## src/sv/sha_pkg.sv

```systemverilog
package sha_pkg;

   // Request and response payloads
   typedef struct packed {
      logic [7:0] data_byte;
      logic       has_byte;
      logic       is_last;
   } sha_req_type;

   typedef struct packed {
      logic [31:0] digest_word;
      logic [2:0]  word_index;
      logic        last_word;
   } sha_rsp_type;

   // Classified request as held in the queue; idle requests never enter it
   typedef enum logic [1:0] {
      OP_BYTE,
      OP_FINISH,
      OP_BYTE_FINISH
   } sha_op_type;

   typedef struct packed {
      sha_op_type op;
      logic [7:0] data_byte;
   } sha_cmd_type;

   typedef struct packed {
      logic        valid;
      sha_cmd_type cmd;
   } sha_queue_type;

   // Back end sequencer states
   typedef enum logic [2:0] {
      ST_ABSORB,
      ST_PAD,
      ST_PAD_EXTRA,
      ST_ROUND,
      ST_UPDATE,
      ST_OUTPUT
   } sha_state_type;

   localparam logic [7:0] PAD_BYTE = 8'h80;
   // last byte position whose pad still leaves room for the length field
   localparam logic [5:0] LAST_SHORT_PAD = 6'd55;
   localparam logic [5:0] LAST_ROUND = 6'd63;
   localparam logic [5:0] LAST_BYTE_POS = 6'd63;

   localparam logic [31:0] SHA_IV [8] = '{
      32'h6a09e667, 32'hbb67ae85, 32'h3c6ef372, 32'ha54ff53a,
      32'h510e527f, 32'h9b05688c, 32'h1f83d9ab, 32'h5be0cd19
   };

   localparam logic [31:0] SHA_K [64] = '{
      32'h428a2f98, 32'h71374491, 32'hb5c0fbcf, 32'he9b5dba5,
      32'h3956c25b, 32'h59f111f1, 32'h923f82a4, 32'hab1c5ed5,
      32'hd807aa98, 32'h12835b01, 32'h243185be, 32'h550c7dc3,
      32'h72be5d74, 32'h80deb1fe, 32'h9bdc06a7, 32'hc19bf174,
      32'he49b69c1, 32'hefbe4786, 32'h0fc19dc6, 32'h240ca1cc,
      32'h2de92c6f, 32'h4a7484aa, 32'h5cb0a9dc, 32'h76f988da,
      32'h983e5152, 32'ha831c66d, 32'hb00327c8, 32'hbf597fc7,
      32'hc6e00bf3, 32'hd5a79147, 32'h06ca6351, 32'h14292967,
      32'h27b70a85, 32'h2e1b2138, 32'h4d2c6dfc, 32'h53380d13,
      32'h650a7354, 32'h766a0abb, 32'h81c2c92e, 32'h92722c85,
      32'ha2bfe8a1, 32'ha81a664b, 32'hc24b8b70, 32'hc76c51a3,
      32'hd192e819, 32'hd6990624, 32'hf40e3585, 32'h106aa070,
      32'h19a4c116, 32'h1e376c08, 32'h2748774c, 32'h34b0bcb5,
      32'h391c0cb3, 32'h4ed8aa4a, 32'h5b9cca4f, 32'h682e6ff3,
      32'h748f82ee, 32'h78a5636f, 32'h84c87814, 32'h8cc70208,
      32'h90befffa, 32'ha4506ceb, 32'hbef9a3f7, 32'hc67178f2
   };

endpackage

```

## src/sv/sha256_byte_stream_hasher.sv

```systemverilog
// Flow: an accepted request is queued, and the back end absorbs it from the queue head; a full
//   block holds the back end through its compression rounds and the chain update.
// Finishing pads the block and compresses it (a second padded block when the length
//   spills into an extra block), then gives eight digest words, one per accepted response.
// Throughput: one byte per cycle while the back end absorbs; each 64th byte stalls it for the
//   single shared round unit. Reset is synchronous: queue empty, chain at the initial value.
module sha256_byte_stream_hasher
   import sha_pkg::*;
#(
   parameter int QUEUE_DEPTH = 4
) (
   input  logic        clock,
   input  logic        reset,
   input  logic        req_valid,
   output logic        req_ready,
   input  sha_req_type req_data,
   output logic        rsp_valid,
   input  logic        rsp_ready,
   output sha_rsp_type rsp_data
);

   sha_queue_type queue_head;
   logic          queue_pop;

   // request classification and queue
   sha_front #(
      .DEPTH (QUEUE_DEPTH)
   ) u_front (
      .clock      (clock),
      .reset      (reset),
      .req_valid  (req_valid),
      .req_ready  (req_ready),
      .req_data   (req_data),
      .queue_head (queue_head),
      .queue_pop  (queue_pop)
   );

   // absorption, padding, compression and digest output
   sha_back u_back (
      .clock      (clock),
      .reset      (reset),
      .queue_head (queue_head),
      .queue_pop  (queue_pop),
      .rsp_valid  (rsp_valid),
      .rsp_ready  (rsp_ready),
      .rsp_data   (rsp_data)
   );

endmodule

```

## src/sv/sha_front.sv

```systemverilog
module sha_front
   import sha_pkg::*;
#(
   parameter int DEPTH = 4
) (
   input  logic          clock,
   input  logic          reset,
   input  logic          req_valid,
   output logic          req_ready,
   input  sha_req_type   req_data,
   output sha_queue_type queue_head,
   input  logic          queue_pop
);

   localparam int PTR_W = $clog2(DEPTH);
   localparam int CNT_W = $clog2(DEPTH + 1);
   localparam logic [PTR_W-1:0] LAST_PTR = PTR_W'(DEPTH - 1);
   localparam logic [CNT_W-1:0] FULL_COUNT = CNT_W'(DEPTH);

   sha_cmd_type      slot_ff [DEPTH];
   logic [PTR_W-1:0] wr_ff, wr_in, rd_ff, rd_in;
   logic [CNT_W-1:0] count_ff, count_in;
   logic             push, pop;
   sha_cmd_type      cmd;

   // classify the request; an idle request is taken and dropped
   always_comb begin
      cmd.data_byte = req_data.data_byte;
      unique case ({req_data.has_byte, req_data.is_last})
         2'b10:   cmd.op = OP_BYTE;
         2'b01:   cmd.op = OP_FINISH;
         2'b11:   cmd.op = OP_BYTE_FINISH;
         default: cmd.op = OP_BYTE;
      endcase
   end

   assign req_ready = (count_ff != FULL_COUNT);
   assign push = req_valid && req_ready && (req_data.has_byte || req_data.is_last);
   assign pop = queue_pop && (count_ff != '0);

   assign queue_head.valid = (count_ff != '0);
   assign queue_head.cmd   = slot_ff[rd_ff];

   // queue pointers and occupancy
   always_comb begin
      wr_in = wr_ff;
      rd_in = rd_ff;
      count_in = count_ff;
      if (push) begin
         wr_in = (wr_ff == LAST_PTR) ? '0 : wr_ff + 1'b1;
      end
      if (pop) begin
         rd_in = (rd_ff == LAST_PTR) ? '0 : rd_ff + 1'b1;
      end
      case ({push, pop})
         2'b10:   count_in = count_ff + 1'b1;
         2'b01:   count_in = count_ff - 1'b1;
         default: count_in = count_ff;
      endcase
   end

   always_ff @(posedge clock) begin
      if (reset) begin
         wr_ff <= '0;
         rd_ff <= '0;
         count_ff <= '0;
      end else begin
         wr_ff <= wr_in;
         rd_ff <= rd_in;
         count_ff <= count_in;
      end
   end

   // queue storage
   always_ff @(posedge clock) begin
      if (push) begin
         slot_ff[wr_ff] <= cmd;
      end
   end

`ifndef ASSERT_OFF
   a_count_bound: assert property (@(posedge clock) disable iff (reset)
      count_ff <= FULL_COUNT)
      else $error("queue occupancy beyond depth");

   a_idle_dropped: assert property (@(posedge clock) disable iff (reset)
      (req_valid && req_ready && !req_data.has_byte && !req_data.is_last && !pop)
      |=> (count_ff == $past(count_ff)))
      else $error("idle request entered the queue");

   a_push_counts: assert property (@(posedge clock) disable iff (reset)
      (push && !pop) |=> (count_ff == $past(count_ff) + 1'b1))
      else $error("queued request not counted");
`endif

endmodule

```

## src/sv/sha_back.sv

```systemverilog
module sha_back
   import sha_pkg::*;
(
   input  logic          clock,
   input  logic          reset,
   input  sha_queue_type queue_head,
   output logic          queue_pop,
   output logic          rsp_valid,
   input  logic          rsp_ready,
   output sha_rsp_type   rsp_data
);

   sha_state_type state_ff, state_in;
   logic [31:0]   w_ff [16];
   logic [31:0]   w_in [16];
   logic [31:0]   chain_ff [8];
   logic [31:0]   chain_in [8];
   logic [31:0]   v_ff [8];
   logic [31:0]   v_in [8];
   logic [5:0]    fill_ff, fill_in;
   logic [5:0]    round_ff, round_in;
   logic [63:0]   bits_ff, bits_in;
   logic [2:0]    idx_ff, idx_in;
   logic          pend_ff, pend_in;
   logic          extra_ff, extra_in;
   logic          final_ff, final_in;

   logic [31:0]   big0, big1, ch, maj, t1, t2, s0, s1, w_next;
   logic [4:0]    lane_off;

   function automatic logic [31:0] rotr(input logic [31:0] x, input int unsigned n);
      return (x >> n) | (x << (32 - n));
   endfunction

   // one compression round and one schedule word
   always_comb begin
      big1 = rotr(v_ff[4], 6) ^ rotr(v_ff[4], 11) ^ rotr(v_ff[4], 25);
      ch   = (v_ff[4] & v_ff[5]) ^ (~v_ff[4] & v_ff[6]);
      t1   = v_ff[7] + big1 + ch + SHA_K[round_ff] + w_ff[0];
      big0 = rotr(v_ff[0], 2) ^ rotr(v_ff[0], 13) ^ rotr(v_ff[0], 22);
      maj  = (v_ff[0] & v_ff[1]) ^ (v_ff[0] & v_ff[2]) ^ (v_ff[1] & v_ff[2]);
      t2   = big0 + maj;
      s0   = rotr(w_ff[1], 7) ^ rotr(w_ff[1], 18) ^ (w_ff[1] >> 3);
      s1   = rotr(w_ff[14], 17) ^ rotr(w_ff[14], 19) ^ (w_ff[14] >> 10);
      w_next = s1 + w_ff[9] + s0 + w_ff[0];
   end

   // big-endian lane of the byte at the fill position
   assign lane_off = {~fill_ff[1:0], 3'b000};

   // sequencer: absorb, pad, rounds, chain update, digest out
   always_comb begin
      logic [5:0] pos;
      state_in = state_ff;
      w_in = w_ff;
      chain_in = chain_ff;
      v_in = v_ff;
      fill_in = fill_ff;
      round_in = round_ff;
      bits_in = bits_ff;
      idx_in = idx_ff;
      pend_in = pend_ff;
      extra_in = extra_ff;
      final_in = final_ff;
      queue_pop = 1'b0;
      pos = '0;
      unique case (state_ff)
         ST_ABSORB: begin
            if (queue_head.valid) begin
               queue_pop = 1'b1;
               unique case (queue_head.cmd.op) inside
                  OP_BYTE, OP_BYTE_FINISH: begin
                     w_in[fill_ff[5:2]][lane_off +: 8] = queue_head.cmd.data_byte;
                     fill_in = fill_ff + 6'd1;
                     bits_in = bits_ff + 64'd8;
                     if (fill_ff == LAST_BYTE_POS) begin
                        // block full: compress, pad afterwards if this ends it
                        v_in = chain_ff;
                        round_in = '0;
                        pend_in = (queue_head.cmd.op == OP_BYTE_FINISH);
                        state_in = ST_ROUND;
                     end else if (queue_head.cmd.op == OP_BYTE_FINISH) begin
                        state_in = ST_PAD;
                     end
                  end
                  OP_FINISH: begin
                     state_in = ST_PAD;
                  end
                  default: begin
                     state_in = ST_ABSORB;
                  end
               endcase
            end
         end
         ST_PAD: begin
            // pad byte at the fill position, zeros above it
            for (int wi = 0; wi < 16; wi++) begin
               for (int li = 0; li < 4; li++) begin
                  pos = {4'(wi), 2'(li)};
                  if (pos == fill_ff) begin
                     w_in[wi][8 * (3 - li) +: 8] = PAD_BYTE;
                  end else if (pos > fill_ff) begin
                     w_in[wi][8 * (3 - li) +: 8] = 8'h00;
                  end
               end
            end
            if (fill_ff <= LAST_SHORT_PAD) begin
               w_in[14] = bits_ff[63:32];
               w_in[15] = bits_ff[31:0];
               final_in = 1'b1;
            end else begin
               extra_in = 1'b1;
            end
            v_in = chain_ff;
            round_in = '0;
            state_in = ST_ROUND;
         end
         ST_PAD_EXTRA: begin
            for (int wi = 0; wi < 14; wi++) begin
               w_in[wi] = '0;
            end
            w_in[14] = bits_ff[63:32];
            w_in[15] = bits_ff[31:0];
            extra_in = 1'b0;
            final_in = 1'b1;
            v_in = chain_ff;
            round_in = '0;
            state_in = ST_ROUND;
         end
         ST_ROUND: begin
            v_in[0] = t1 + t2;
            v_in[1] = v_ff[0];
            v_in[2] = v_ff[1];
            v_in[3] = v_ff[2];
            v_in[4] = v_ff[3] + t1;
            v_in[5] = v_ff[4];
            v_in[6] = v_ff[5];
            v_in[7] = v_ff[6];
            for (int i = 0; i < 15; i++) begin
               w_in[i] = w_ff[i + 1];
            end
            w_in[15] = w_next;
            round_in = round_ff + 6'd1;
            if (round_ff == LAST_ROUND) begin
               state_in = ST_UPDATE;
            end
         end
         ST_UPDATE: begin
            for (int i = 0; i < 8; i++) begin
               chain_in[i] = chain_ff[i] + v_ff[i];
            end
            if (final_ff) begin
               final_in = 1'b0;
               idx_in = '0;
               state_in = ST_OUTPUT;
            end else if (pend_ff) begin
               pend_in = 1'b0;
               state_in = ST_PAD;
            end else if (extra_ff) begin
               state_in = ST_PAD_EXTRA;
            end else begin
               state_in = ST_ABSORB;
            end
         end
         ST_OUTPUT: begin
            if (rsp_ready) begin
               // rotate the next word to the front
               for (int i = 0; i < 7; i++) begin
                  chain_in[i] = chain_ff[i + 1];
               end
               chain_in[7] = chain_ff[0];
               idx_in = idx_ff + 3'd1;
               if (idx_ff == 3'd7) begin
                  chain_in = SHA_IV;
                  fill_in = '0;
                  bits_in = '0;
                  state_in = ST_ABSORB;
               end
            end
         end
         default: begin
            state_in = ST_ABSORB;
         end
      endcase
   end

   // control and chaining state
   always_ff @(posedge clock) begin
      if (reset) begin
         state_ff <= ST_ABSORB;
         chain_ff <= SHA_IV;
         fill_ff <= '0;
         round_ff <= '0;
         bits_ff <= '0;
         idx_ff <= '0;
         pend_ff <= 1'b0;
         extra_ff <= 1'b0;
         final_ff <= 1'b0;
      end else begin
         state_ff <= state_in;
         chain_ff <= chain_in;
         fill_ff <= fill_in;
         round_ff <= round_in;
         bits_ff <= bits_in;
         idx_ff <= idx_in;
         pend_ff <= pend_in;
         extra_ff <= extra_in;
         final_ff <= final_in;
      end
   end

   // block words and working variables
   always_ff @(posedge clock) begin
      w_ff <= w_in;
      v_ff <= v_in;
   end

   assign rsp_valid = (state_ff == ST_OUTPUT);
   assign rsp_data.digest_word = chain_ff[0];
   assign rsp_data.word_index = idx_ff;
   assign rsp_data.last_word = (idx_ff == 3'd7);

`ifndef ASSERT_OFF
   a_round_end: assert property (@(posedge clock) disable iff (reset)
      (state_ff == ST_ROUND && round_ff == LAST_ROUND) |=> (state_ff == ST_UPDATE))
      else $error("compression did not end after the last round");

   a_digest_start: assert property (@(posedge clock) disable iff (reset)
      (state_ff == ST_UPDATE && final_ff) |=> (rsp_valid && rsp_data.word_index == 3'd0))
      else $error("digest did not start at word zero");

   a_restart: assert property (@(posedge clock) disable iff (reset)
      (rsp_valid && rsp_ready && rsp_data.last_word)
      |=> (chain_ff[0] == SHA_IV[0] && fill_ff == '0 && bits_ff == '0
           && state_ff == ST_ABSORB))
      else $error("hasher not restarted after digest");

   a_pad_flags: assert property (@(posedge clock) disable iff (reset)
      (state_ff == ST_ROUND) |-> !(pend_ff && final_ff))
      else $error("pending pad alongside final block");
`endif

endmodule

```

## config.mk

```make
export PLATFORM = sky130hd
export DESIGN_NAME = sha256_byte_stream_hasher
export DESIGN_NICKNAME = d
export VERILOG_FILES = /design/src/sv/sha_pkg.sv /design/src/sv/sha256_byte_stream_hasher.sv /design/src/sv/sha_front.sv /design/src/sv/sha_back.sv
export SDC_FILE = /design/constraint.sdc
export NUM_CORES = 2
export LEC_CHECK = 0
export ABC_CLOCK_PERIOD_IN_PS = 10290
export BUFFER_PORTS_ARGS = -buffer_cell sky130_fd_sc_hd__buf_2
export CAP_MARGIN = 20
export CORE_UTILIZATION = 36
export CTS_BUF_LIST = sky130_fd_sc_hd__clkbuf_16
export DETAILED_ROUTE_END_ITERATION = 8
export GPL_TIMING_DRIVEN = 0
export SLEW_MARGIN = 40
export SYNTH_ARGS = -nofsm -noshare
export SYNTH_HDL_FRONTEND = slang
export SYNTH_SLANG_ARGS = --single-unit
```

## constraint.sdc

```tcl
create_clock -name clock -period 10.29 [get_ports clock]
set_input_delay 0.5145 -clock clock [delete_from_list [all_inputs] [get_ports clock]]
set_output_delay 0.5145 -clock clock [all_outputs]
set_load 0.03 [all_outputs]
```

==> impl_metrics.csv <==
group,metric,value,unit
final_layout,nets,9437,
sta,maxSlewHeadroom,30.1,%
floorplan,ioPinCount,52,
synth,avgSynthCellArea,9.07,sq um
synth,synth_area_leaders,"edfxtp_1 (31%), dfxtp_1 (8.9%), nand2_1 (7.1%), ha_1 (6.5%), o21ai_0 (5.3%)",
floorplan,die_area,0.218,sq mm
worst_setup_path,crit_family,"compound AO/OA/AOI/OAI gates",
sta,worst_pin_slew,1.05,ns
drt,detail_route.vias_per_cell,6.31,
sta,setup_viol,0,
synth,yosysTopAreaCell,"edfxtp_1",
floorplan,core,0.215,sq mm
placement,place_congestion,1.07,
cts,clock_latency,0.83,ns
worst_setup_path,slowest_delay,0.77,ns
floorplan,start_util,36.2,%
status,outcome,"complete, no violations",
drt,drc_errors,0,
placement,placedCellCount,11512,
placement,placed_cell_area,0.0832,sq mm
drt,dr.pass1.iters,8,
synth,netlist_top_cells_count,"nand2_1 (1480), o21ai_0 (829), edfxtp_1 (808), nor2_1 (594), a21oi_1 (520)",
cts,clockRootBuffer,"clkbuf_16",
worst_setup_path,cp_data_required_time,10.95,ns
floorplan,die_x,467,um
worst_setup_path,cp_num_buf_inv,5,
drt,drtIter0Drc,10555,
sta,fmaxAchievable,0.0983,GHz
drt,detail-route-antenna-nets,0,
synth,synth_seq_area_share,40.2,%
grt,grt_pass1_vias,69469,
final_layout,area_growth_syn_to_layout,13.2,%
sta,timing.final.crit_share,98.9,%
sta,hold_viol,0,
flow_run,drv_cap,0,
final_layout,multi_input_area,0.0441,sq mm
final_layout,stdcell_count,11780,
final_layout,fillers,21249,
sta,skew,0.0430,ns
worst_setup_path,cp_max_fo,10,
drt,drt_wl_total,404000,um
synth,yosysUniqueCellTypes,95,
drt,num_vias,74337,
placement,port_buffers,51,
cts,cts.path.max_buffers,3,
synth,synth_most_common_cell,"nand2_1",
cts,htreeDepth,4,
cts,cts.reportedPaths.clkPinSlew,0.06,ns
synth,yosys_register_bits,1155,
worst_setup_path,cp-end-kind,"flop",
placement,dp_hpwl,313000,um
synth,synth_enable_flop_cells,808,
final_layout,drive_above_1_share,8.87,%
synth,synth.top_cell.area_share,31.2,%
grt,antenna_found_initial,18,
sta,hold_ws,0.0675,ns
worst_hold_path,min_path_type,"in -> reg",
sta,finalCriticalPeriod,10.17,ns
worst_setup_path,crit_top_cell,"a21oi_1",
grt,grt_usage,36.0,%
synth,synth_flop_cell,"edfxtp_1",
worst_setup_path,critical_path_arrival,10.83,ns
sta,drv_slew,0,
synth,async_flop_share,0,%
floorplan,row_count,170,
worst_setup_path,start_kind,"flop",
synth,synthesis.area,0.0777,sq mm
synth,yosysWarnings,0,
sta,rsz0062_at_grt,"true",
grt,grt_first_pass_wirelength,550000,um
drt,wl_per_cell,34.3,um
cts,cts_made_buffers,135,
synth,synthCells,8566,
grt,globalRouteOverflowTotal,0,
cts,clock_sinks,1155,
floorplan,dieHeight,467,um
final_layout,regArea,0.0312,sq mm
grt,grt_max_degree,77,
worst_setup_path,cpMaxStageDelayCell,"clkbuf_1",
cts,cts_tree,"yes",
synth,synth_fp_nets,9182,
worst_setup_path,path_class,"reg -> reg",
final_layout,design_area,0.0880,sq mm
[cell usage in the layout (no fill, tap or decap), types with 141 or more instances in the layout]
| master | Yosys | routed |
|---|---|---|
| edfxtp_1 | 808 | 808 |
| dfxtp_1 | 347 | 345 |
| a21o_1 | 141 | 141 |
| o21ai_0 | 829 | 818 |
| nor2_1 | 594 | 569 |
| xor2_1 | 188 | 181 |
| ha_1 | 406 | 405 |
| clkbuf_2 | 0 | 203 |
| a21oi_1 | 520 | 505 |
| inv_1 | 287 | 325 |
| nand2_1 | 1480 | 1478 |
| fa_1 | 196 | 196 |
| clkbuf_1 | 467 | 258 |
| xnor2_1 | 428 | 415 |
| nor3_1 | 260 | 232 |
[registers in the layout, indices dropped and copies added, names as in the netlist, named ones only]
signal            count
u_back.bits_ff       61
u_back.chain_ff     224
u_back.extra_ff       1
u_back.fill_ff        6
u_back.final_ff       1
u_back.idx_ff         3
u_back.pend_ff        1
u_back.round_ff       6
u_back.rsp_data      32
u_back.state_ff       3
u_back.v_ff         256
u_back.w_ff         512
u_front.count_ff      3
u_front.rd_ff         2
u_front.slot_ff      40
u_front.wr_ff         2
[path summary, 6_finish.rpt]
check / from / to / slack [ns] / cells past startpoint
max: u_back.round_ff[4] / u_back.v_ff[127] / 0.12 / 33
min: req_data[1] / u_front.slot_ff[2][8] / 0.07 / 2
max reg2reg: u_back.round_ff[4] / u_back.v_ff[127] / 0.12 / 33
min reg2reg: u_front.rd_ff[1] / u_front.rd_ff[1] / 0.48 / 2
[cell type report]
| cell class | instances | share of cell area (%) |
|---|---|---|
| multi-input cells | 6578 | 50.2 |
| flip-flops and latches | 1155 | 35.5 |
| well taps | 2838 | 4.03 |
| clock buffers | 139 | 3.95 |
| plain buffers | 541 | 2.82 |
| repair buffers | 119 | 1.32 |
| inverters | 291 | 1.26 |
| clock inverters | 108 | 0.953 |
| diodes | 11 | 0.0313 |
[metrics by stage]
step	setup slack, ns	utilization [%]	setup TNS [ns]
floorplan	1.91	-	0
global placement	-3.06	38.0	-406.25
detailed placement	-1.73	38.8	-22.73
CTS	0.0174	40.9	0
global route	-0.00723	41.0	-0.0229
finish	0.117	41.0	0
[layer usage]
layer  up-vias  GRT usage, %  part of all wire, %
met1     36483          43.7                   37
met3      1352          9.46                   11
met2      5166          54.2                   43
met4        16          28.3                  9.4
met5         -             0                0.026
li1      31320             -                    -
[logic make-up (layout without fill, tap and decap cells)]
family / after synthesis / in the layout / synth area share [%]
AND/OR/NAND/NOR: 2821 / 2821 / 15.6
AO/OA/AOI/OAI: 2430 / 2430 / 19.7
flip-flops: 1155 / 1155 / 40.2
buffers and inverters: 833 / 1198 / 4.20
adder cells (fa/ha/maj): 632 / 632 / 12.0
XOR/XNOR: 616 / 616 / 6.94
multiplexers: 79 / 79 / 1.37
other: 0 / 11 / 0
[timing repair]
action | in CTS | in global routing
endpoints found under the hold margin | 32 | 0
endpoints found under the setup margin | 32 | 16
setup buffers | 2 | 0
resized for setup | 57 | 53
hold buffers | 8 | 0
pin swaps | 2 | 2
Power is left out: the tool's default activity adds up to more than one toggle a clock period on the data nets, which glitch-free logic cannot reach.
